### src/ght_pkg.sv
package ght_pkg;

    // Command codes of the input item.
    localparam logic [1:0] CMD_ALLOC   = 2'd0;
    localparam logic [1:0] CMD_RELEASE = 2'd1;
    localparam logic [1:0] CMD_CHECK   = 2'd2;

    // Field widths of a handle: serial in 31:16, category in 15:14, slot in 13:0.
    localparam int HANDLE_W  = 32;
    localparam int HOUT_W    = 31;
    localparam int SERIAL_W  = 15;
    localparam int SERFLD_W  = 16;
    localparam int CAT_W     = 2;
    localparam int SLOT_W    = 14;
    localparam int USED_W    = 15;
    localparam int CMD_W     = 2;

    localparam logic [SERIAL_W-1:0] SERIAL_MAX   = 15'h7fff;
    localparam logic [SERIAL_W-1:0] SERIAL_FIRST = 15'h0001;

    // Free-slot bitmap word: one bit per slot, 1 means free.
    localparam int WORD_W = 32;
    localparam int WBIT_W = 5;

    // Commands from the controller to the datapath.
    typedef struct packed {
        logic load;
        logic scan_rd;
        logic scan_inc;
        logic take_found;
        logic take_grow;
        logic bm_rd;
        logic bm_wr;
        logic ser_rd;
        logic res_fail;
        logic res_check;
        logic out_load;
    } ght_cmd_t;

    // Status from the datapath to the controller.
    typedef struct packed {
        logic op_alloc;
        logic op_release;
        logic cat_ok;
        logic pre_ok;
        logic scan_more;
        logic full;
        logic found;
        logic match;
        logic out_free;
    } ght_stat_t;

    // Index of the lowest set bit; zero when no bit is set.
    function automatic logic [WBIT_W-1:0] lowest_one(input logic [WORD_W-1:0] v);
        logic [WBIT_W-1:0] idx;
        idx = '0;
        for (int b = WORD_W - 1; b >= 0; b--) begin
            if (v[b]) begin
                idx = WBIT_W'(b);
            end
        end
        return idx;
    endfunction

endpackage

### src/ght_ctrl.sv
module ght_ctrl
    import ght_pkg::*;
    (
        input  logic      clk,
        input  logic      rst_n,
        input  logic      in_valid,
        output logic      in_ready,
        input  ght_stat_t stat,
        output ght_cmd_t  cmd
    );

    typedef enum logic [8:0] {
        S_IDLE     = 9'b000000001,
        S_DISPATCH = 9'b000000010,
        S_SCAN     = 9'b000000100,
        S_SCAN_CHK = 9'b000001000,
        S_BM_RD    = 9'b000010000,
        S_BM_WR    = 9'b000100000,
        S_V_RD     = 9'b001000000,
        S_V_CHK    = 9'b010000000,
        S_RESULT   = 9'b100000000
    } state_t;

    state_t state_reg;
    state_t state_next;

    always_ff @(posedge clk or negedge rst_n)
    begin
        if (!rst_n)
        begin
            state_reg <= S_IDLE;
        end
        else
        begin
            state_reg <= state_next;
        end
    end

    assign in_ready = (state_reg == S_IDLE);

    always_comb
    begin
        state_next = state_reg;
        cmd        = '0;
        unique case (state_reg)
            S_IDLE:
            begin
                if (in_valid)
                begin
                    cmd.load   = 1'b1;
                    state_next = S_DISPATCH;
                end
            end
            S_DISPATCH:
            begin
                priority if (stat.op_alloc && stat.cat_ok)
                begin
                    state_next = S_SCAN;
                end
                else if (!stat.op_alloc && stat.pre_ok)
                begin
                    state_next = S_V_RD;
                end
                else
                begin
                    cmd.res_fail = 1'b1;
                    state_next   = S_RESULT;
                end
            end
            S_SCAN:
            begin
                priority if (stat.scan_more)
                begin
                    cmd.scan_rd = 1'b1;
                    state_next  = S_SCAN_CHK;
                end
                else if (!stat.full)
                begin
                    cmd.take_grow = 1'b1;
                    state_next    = S_BM_RD;
                end
                else
                begin
                    cmd.res_fail = 1'b1;
                    state_next   = S_RESULT;
                end
            end
            S_SCAN_CHK:
            begin
                if (stat.found)
                begin
                    cmd.take_found = 1'b1;
                    state_next     = S_BM_RD;
                end
                else
                begin
                    cmd.scan_inc = 1'b1;
                    state_next   = S_SCAN;
                end
            end
            S_BM_RD:
            begin
                cmd.bm_rd  = 1'b1;
                state_next = S_BM_WR;
            end
            S_BM_WR:
            begin
                cmd.bm_wr  = 1'b1;
                state_next = S_RESULT;
            end
            S_V_RD:
            begin
                cmd.ser_rd = 1'b1;
                state_next = S_V_CHK;
            end
            S_V_CHK:
            begin
                if (stat.op_release && stat.match)
                begin
                    state_next = S_BM_RD;
                end
                else
                begin
                    cmd.res_check = 1'b1;
                    state_next    = S_RESULT;
                end
            end
            S_RESULT:
            begin
                if (stat.out_free)
                begin
                    cmd.out_load = 1'b1;
                    state_next   = S_IDLE;
                end
            end
            default:
            begin
                state_next = S_IDLE;
            end
        endcase
    end

endmodule

### config.mk
export PLATFORM = sky130hd
export DESIGN_NAME = ght_ctrl
export DESIGN_NICKNAME = d
export VERILOG_FILES = /design/src/ght_pkg.sv /design/src/ght_ctrl.sv
export SDC_FILE = /design/constraint.sdc
export NUM_CORES = 1
export LEC_CHECK = 0
export BUFFER_PORTS_ARGS = -buffer_cell sky130_fd_sc_hd__buf_2
export CORE_UTILIZATION = 51
export DETAILED_ROUTE_END_ITERATION = 12
export PLACE_DENSITY = 0.82
export SLEW_MARGIN = 0
export SYNTH_ARGS = -nofsm -noshare
export SYNTH_HDL_FRONTEND = slang
export SYNTH_SLANG_ARGS = --single-unit
### constraint.sdc
create_clock -name clk -period 2.7 [get_ports clk]
set_input_delay 0.135 -clock clk [delete_from_list [all_inputs] [get_ports clk]]
set_output_delay 0.135 -clock clk [all_outputs]
set_load 0.005 [all_outputs]
==> metrics.md, run 1 <==
| Metric | Value |
|---|---|
| GP Congestion | `0.7516` |
| Worst VDD drop | `~0.36 mV` |
| Root buf cell | `clkbuf_4` |
| Dpl ws | `~0.76 ns` |
| Initial Utilization | `0.5790` |
| Leakage | `between 0.4 and 0.5 nW` |
| Worst skew pair latency | `between 0.2 and 0.3 ns` |
| Hold_buf cts | `1` |
| Final Instance Area | `roughly 810 µm²` |
| Post-synthesis sequential area ratio | `0.3383` |
| Crit path required time | `around 2.6 ns` |
| Setup CP Type | `reg2out` |
| Post-route setup slack | `around 0.48 ns` |
| # rows | `12` |
| Leading post-synthesis cells by cell area | `dfrtp_1 (30%), nor4b_1 (9.2%), nor2_1 (5.0%)` |
| #FFs+latches synth | `9` |
| Peak Freq | `between 400 and 500 MHz` |
| Core ar. | `approximately 0.0012 mm²` |
| Clk sinks | `9` |
| Drt drc | `0` |
| Post-Syn Area | `669.4 µm²` |
| DR vias | `around 640` |
| Cells after Synth | `75` |
| Setup crit start kind | `flop` |
| Number of global-route vias before repair | `a little under 500` |
| Drt total wl | `1.394 mm` |
| Top cell type's share of synthesized area | `0.2991` |
| Buffers on Ports | `23` |
| Fin crit share | `0.8237` |
| Least-Margin Pin Slew | `0.4195 ns` |
| Wirelength per Cell | `12.34 µm` |
| TritonCTS clock tree | `done` |
| Power after layout | `a little over 0.5 mW` |
| Layout area overhead | `21.68%` |
| Slew Limit Headroom | `0.7182` |
| Post-cts sizing count | `0` |
| Largest register FFs | `9` |
| Min-delay worst type | `in2reg` |
| Drt pass-1 iters | `4` |
| GRT overflow | `0` |
| Max Buffers Root-to-Sink | `2` |
| Placed Cells incl. Taps | `approximately 110` |
| Worst Hold Slack | `roughly 0.12 ns` |
| CP max stage delay | `~0.47 ns` |
| Most frequent cells in the layout | `buf_2 (23), nor2_1 (9), dfrtp_1 (8)` |
| DP Wirelength | `around 1.1 mm` |
| Top Ports | `24` |
| Layout cells sized above 1 | `0.3131` |
| Routed Antenna Nets | `0` |
| Post-Place Cell Area | `roughly 780 µm²` |
| Die area | `0.001462 mm²` |
| Fin. Hold Viols | `0` |
| Crit. End Element | `output pin` |
| Die Width | `38.23 µm` |
| Worst-path clk slew | `0.06 ns` |
| RSZ-0062 raised after global routing | `false` |
| Largest net degree at the start of global routing | `14` |
| Post-Syn Area per Cell | `8.925 µm²` |
| ANT cells | `0` |
| CTS Buf Count | `3` |
| CP cell instances | `or3_1 -> or4_4 -> or2_1 -> a21oi_1 -> buf_2` |
| Final Skew | `0.003878 ns` |
| Post-CTS setup buffer count | `0` |
| Synthesized Nets | `between 80 and 90` |
| Via density | `between 5 and 6` |
| Filler instances | `a little under 100` |
| Post-route setup TNS | `0 ns` |
| GRT Resource Usage Total | `0.2351` |
| Final cell count without fillers | `approximately 110` |
| Nets | `about 110` |
| # setup viols final | `0` |
| Max Transition Viols Final | `0` |
| Post-layout util | `0.7045` |
| Synth warn | `0` |
| Crit-path slowest cell | `or4_4` |
| Initial antenna violation count | `0` |
| Outcome | `finished clean` |
| First-pass GRT wire length | `2.235 mm` |
| H-Tree Depth | `1` |
| CP max FO | `8` |
| Unique masters post-synth | `31` |
| Die height | `roughly 38 µm` |
| Critical Path AT | `2.09 ns` |
| Commonest non-fill, non-tap cell in the layout | `buf_2` |
| Leading area contributor after synthesis | `dfrtp_1` |
| Initial DRC count | `7` |
| PD cells | `between 600 and 700 mW/mm²` |
| Max-cap violations | `0` |
| Min Tclk post-route | `~2.2 ns` |
-- layer usage --
metal	vias up	share of wire	GRT usage
met5	-	0	0
met4	0	0.0079	0.1339
met3	2	0.040	0.05233
met2	18	0.46	0.3517
met1	284	0.49	0.3106
li1	331	-	-
-- synth_stat cells --
master	number
nor2_1	9
dfrtp_1	8
nor4b_1	7
a21oi_1	4
nand2_1	4
nor3_1	4
nor4_1	4
inv_1	3
nand4b_1	3
nor2b_1	3
and2_1	2
buf_4	2
nand2b_1	2
or2_1	2
or3_1	2
a211oi_1	1
a32o_1	1
and3_1	1
and3b_1	1
buf_1	1
buf_2	1
dfstp_2	1
nand2_2	1
nor4_4	1
nor4b_4	1
o22a_1	1
o22ai_1	1
or4_4	1
or4b_1	1
xnor2_1	1
xor2_1	1
-- power by group --
part	switching, mW	internal [mW]	total, mW
Sequential	0.0421	0.161	0.203
Combinational	0.0997	0.117	0.216
Clock	0.0424	0.0566	0.0991
Total	0.184	0.334	0.518
-- final timing paths --
check                             start            to  slack, ns  depth (start not counted)
setup / recovery           state_reg[1]        cmd[1]       0.48                          5
hold / removal                 in_valid  state_reg[1]       0.12                          2
setup reg to reg           state_reg[1]  state_reg[4]       0.77                          5
hold reg to reg            state_reg[4]  state_reg[7]       0.64                          1
max in group asynchronous         rst_n  state_reg[0]       2.22                          2
min in group asynchronous         rst_n  state_reg[3]       0.24                          2
-- area by class of cell --
class | instances | area [µm²] | area share
inverters | 3 | 11.26 | 0.01382
multi-input cells | 59 | 407.9 | 0.5008
well taps | 14 | 17.52 | 0.02151
flip-flops and latches | 9 | 226.5 | 0.2780
repair buffers | 24 | 125.1 | 0.1536
clock buffers | 4 | 26.28 | 0.03226
-- logic make-up (layout without fill, tap and decap cells) --
kind of cell	after synthesis	after routing	share of synthesized area
DFF	9	9	0.3383
AOI/OAI and AO/OA	8	8	0.07852
xor gates and xnor gates	2	2	0.02617
and+or+nand+nor	49	49	0.5047
buffers and inverters	7	31	0.05232
-- critical path: cells and delay by family (launching register included) --
| kind | cells | cell delay [ns] |
|---|---|---|
| buf+inv | 1 | 0.12 |
| compound gates | 1 | 0.11 |
| flops | 1 | 0.46 |
| simple gates | 3 | 1.14 |
Power figures use the tool's default switching activity.
==> run 2, diff against run 1 <==
- CORE_UTILIZATION: 51 -> 43
- PLACE_DENSITY: 0.82 -> 0.73
- clock period: 2.7 -> 1.8 ns (I/O delays scaled with it)
==> metrics.md, run 2 (synthesis gave the netlist of run 1 again) <==
| Metric | Value |
|---|---|
| Hold path start | `stat[5]` |
| Critical Path AT | `1.96 ns (-0.13 ns)` |
| H-Tree Depth | `1 (unchanged)` |
| Max Buffers Root-to-Sink | `2 (unchanged)` |
| Failing checks | `setup timing` |
| Drt pass-1 iters | `4 (unchanged)` |
| Hold endpoint | `state_reg[6]` |
| Peak Freq | `between 400 and 500 MHz` |
| Largest net degree at the start of global routing | `11 (-3)` |
| Die area | `0.001719 mm² (+18%)` |
| Crit. End Element | `output pin` |
| Final Instance Area | `0.001124 mm² (+38%)` |
| Placed Cells incl. Taps | `117 (+8.3%)` |
| GRT overflow | `0 (unchanged)` |
| Slew Limit Headroom | `0.7953 (+0.07709)` |
| Post-route setup slack | `-0.2542 ns (-0.7303 ns)` |
| Initial DRC count | `24 (+17)` |
| Setup CP Type | `reg2out` |
| Top Ports | `24 (unchanged)` |
| Nets | `135 (+21%)` |
| Min-delay worst type | `in2reg` |
| Layout area overhead | `67.85%` |
| Post-Place Cell Area | `839.6 µm² (+7.9%)` |
| Leakage | `0.5470 nW (+34%)` |
| Setup crit start kind | `flop` |
| DP Wirelength | `1.351 mm (+25%)` |
| RSZ-0062 raised after global routing | `true` |
| Fin. Hold Viols | `0 (unchanged)` |
| First-pass GRT wire length | `3.574 mm (+60%)` |
| Largest register FFs | `9 (unchanged)` |
| Least-Margin Pin Slew | `0.3028 ns (-0.1167 ns)` |
| ANT cells | `0 (unchanged)` |
| CP max FO | `5 (-3)` |
| CP top delay family | `simple AND/OR/NAND/NOR gates` |
| Worst VDD drop | `0.5809 mV (+63%)` |
| Clk sinks | `9 (unchanged)` |
| Commonest non-fill, non-tap cell in the layout | `buf_2` |
| R2R Path Start | `state_reg[4]` |
| Initial Utilization | `0.4899 (-0.08908)` |
| Most frequent cells in the layout | `buf_2 (22), buf_4 (19), nor2_1 (8)` |
| Hold Crit Depth | `2 (unchanged)` |
| GRT Resource Usage Total | `0.2730 (+0.03790)` |
| Max-cap violations | `0 (unchanged)` |
| Worst-path clk slew | `0.07 ns (about the same)` |
| # setup viols final | `10 (+10)` |
| Fin crit share | `1.141` |
| Final Skew | `0.001239 ns (-0.002639 ns)` |
| CP cell instances | `or3_4 -> or4_4 -> or2_4 -> a21oi_2 -> buf_2` |
| Number of global-route vias before repair | `757 (+54%)` |
| CP max stage delay | `0.46 ns (about the same)` |
| Final cell count without fillers | `137 (+21%)` |
| Min Tclk post-route | `~2.1 ns` |
| Power after layout | `1.172 mW (+130%)` |
| Root buf cell | `clkbuf_4` |
| CTS Buf Count | `3 (unchanged)` |
| GP Congestion | `0.7621 (+1.4%)` |
| R2R depth | `6 (+1)` |
| Die Width | `41.46 µm (+8.4%)` |
| Crit-path slowest cell | `or4_4` |
| Outcome | `complete, but fails checks` |
| Crit path required time | `1.71 ns (-0.86 ns)` |
| Drt total wl | `2.255 mm (+62%)` |
| Worst Hold Slack | `0.1050 ns (-0.01621 ns)` |
| # rows | `13 (+1)` |
| Max Transition Viols Final | `0 (unchanged)` |
| Routed Antenna Nets | `0 (unchanged)` |
| Buffers on Ports | `23 (unchanged)` |
| R2R Path End | `state_reg[0]` |
| Via density | `5.883 (+4.7%)` |
| TritonCTS clock tree | `done` |
| Buf+Inv Stages, Crit Path | `1 (unchanged)` |
| Reg2reg setup slack | `-0.01 ns (-0.78 ns)` |
| Worst skew pair latency | `0.26 ns (about the same)` |
| Die height | `41.46 µm (+8.4%)` |
| Core ar. | `0.001366 mm² (+18%)` |
| Drt drc | `0 (unchanged)` |
| PD cells | `1043 mW/mm² (+64%)` |
| DR vias | `806 (+27%)` |
| Layout cells sized above 1 | `0.5738 (+0.2606)` |
| Initial antenna violation count | `0 (unchanged)` |
| Wirelength per Cell | `16.46 µm (+33%)` |
-- run 2: changes by cell type in the layout (fill, tap and decap cells not counted), moves of 3 or more --
| cell | delta |
|---|---|
| buf_4 | +19 |
| buf_6 | +5 |
| nor4_1 | -3 |
| nor4_4 | +3 |
| nor4b_1 | -3 |
-- run 2: per-layer routing --
layer | wire [µm] | GRT usage | vias up
met5 | 0 | 0 | -
met4 | 65 | 0.1419 | 0
met3 | 125 | 0.04783 | 9
met2 | 1174 | 0.4656 | 47
met1 | 889 | 0.3242 | 377
li1 | - | - | 373
-- run 2: how the worst max path moves through the flow --
stage | start | endpoint | slack [ns] | cells after the start
after floorplan | state_reg[3] | state_reg[4] | 0.07 | 6
after global placement | state_reg[0] | cmd[1] | 0.07 | 5
after detailed placement | state_reg[4] | state_reg[0] | 0.03 | 6
after CTS | state_reg[0] | cmd[1] | -0.23 | 5
after global routing | state_reg[0] | cmd[1] | -0.31 | 5
final | state_reg[1] | cmd[1] | -0.25 | 5
-- run 2: final cells by class --
cell class,count,area (µm²)
Clock buffer,3,22.52
Clock inverter,1,5.005
Fill cell,76,242.7
Inverter,3,11.26
Multi-Input combinational cell,59,518.0
Sequential cell,9,229.0
Tap cell,15,18.77
Timing Repair Buffer,47,319.1
-- run 2: repair_timing --
| item | in CTS | in global routing |
|---|---|---|
| hold buffers | 1 | 0 |
| setup buffers | 8 | 8 |
| hold endpoints to repair | 9 | 0 |
| pin swaps | 7 | 9 |
| endpoints found under the setup margin | 11 | 13 |
| resized for setup | 13 | 13 |
-- run 2: worst register-to-register path: stages (launching register included) --
cell and delay (ns):
dfrtp_2 0.44, nor4_4 0.34, buf_4 0.17, or4b_1 0.43, a21oi_1 0.13, nor3_1 0.05
o22a_1 0.18
-- run 2: through the flow --
stage	util	TNS (ns)	setup WS (ns)
after global routing	0.8223	-1.977	-0.3083
after floorplan	-	0	0.07019
after detailed placement	0.6145	0	0.02545
after CTS	0.7427	-0.9817	-0.2256
final	0.8223	-1.073	-0.2542
after global placement	0.6145	0	0.06833
-- run 2: power by group --
part | total, mW | internal [mW] | switching (mW)
logic | 0.743 | 0.425 | 0.318
clock network | 0.159 | 0.0821 | 0.0772
registers | 0.270 | 0.240 | 0.0295
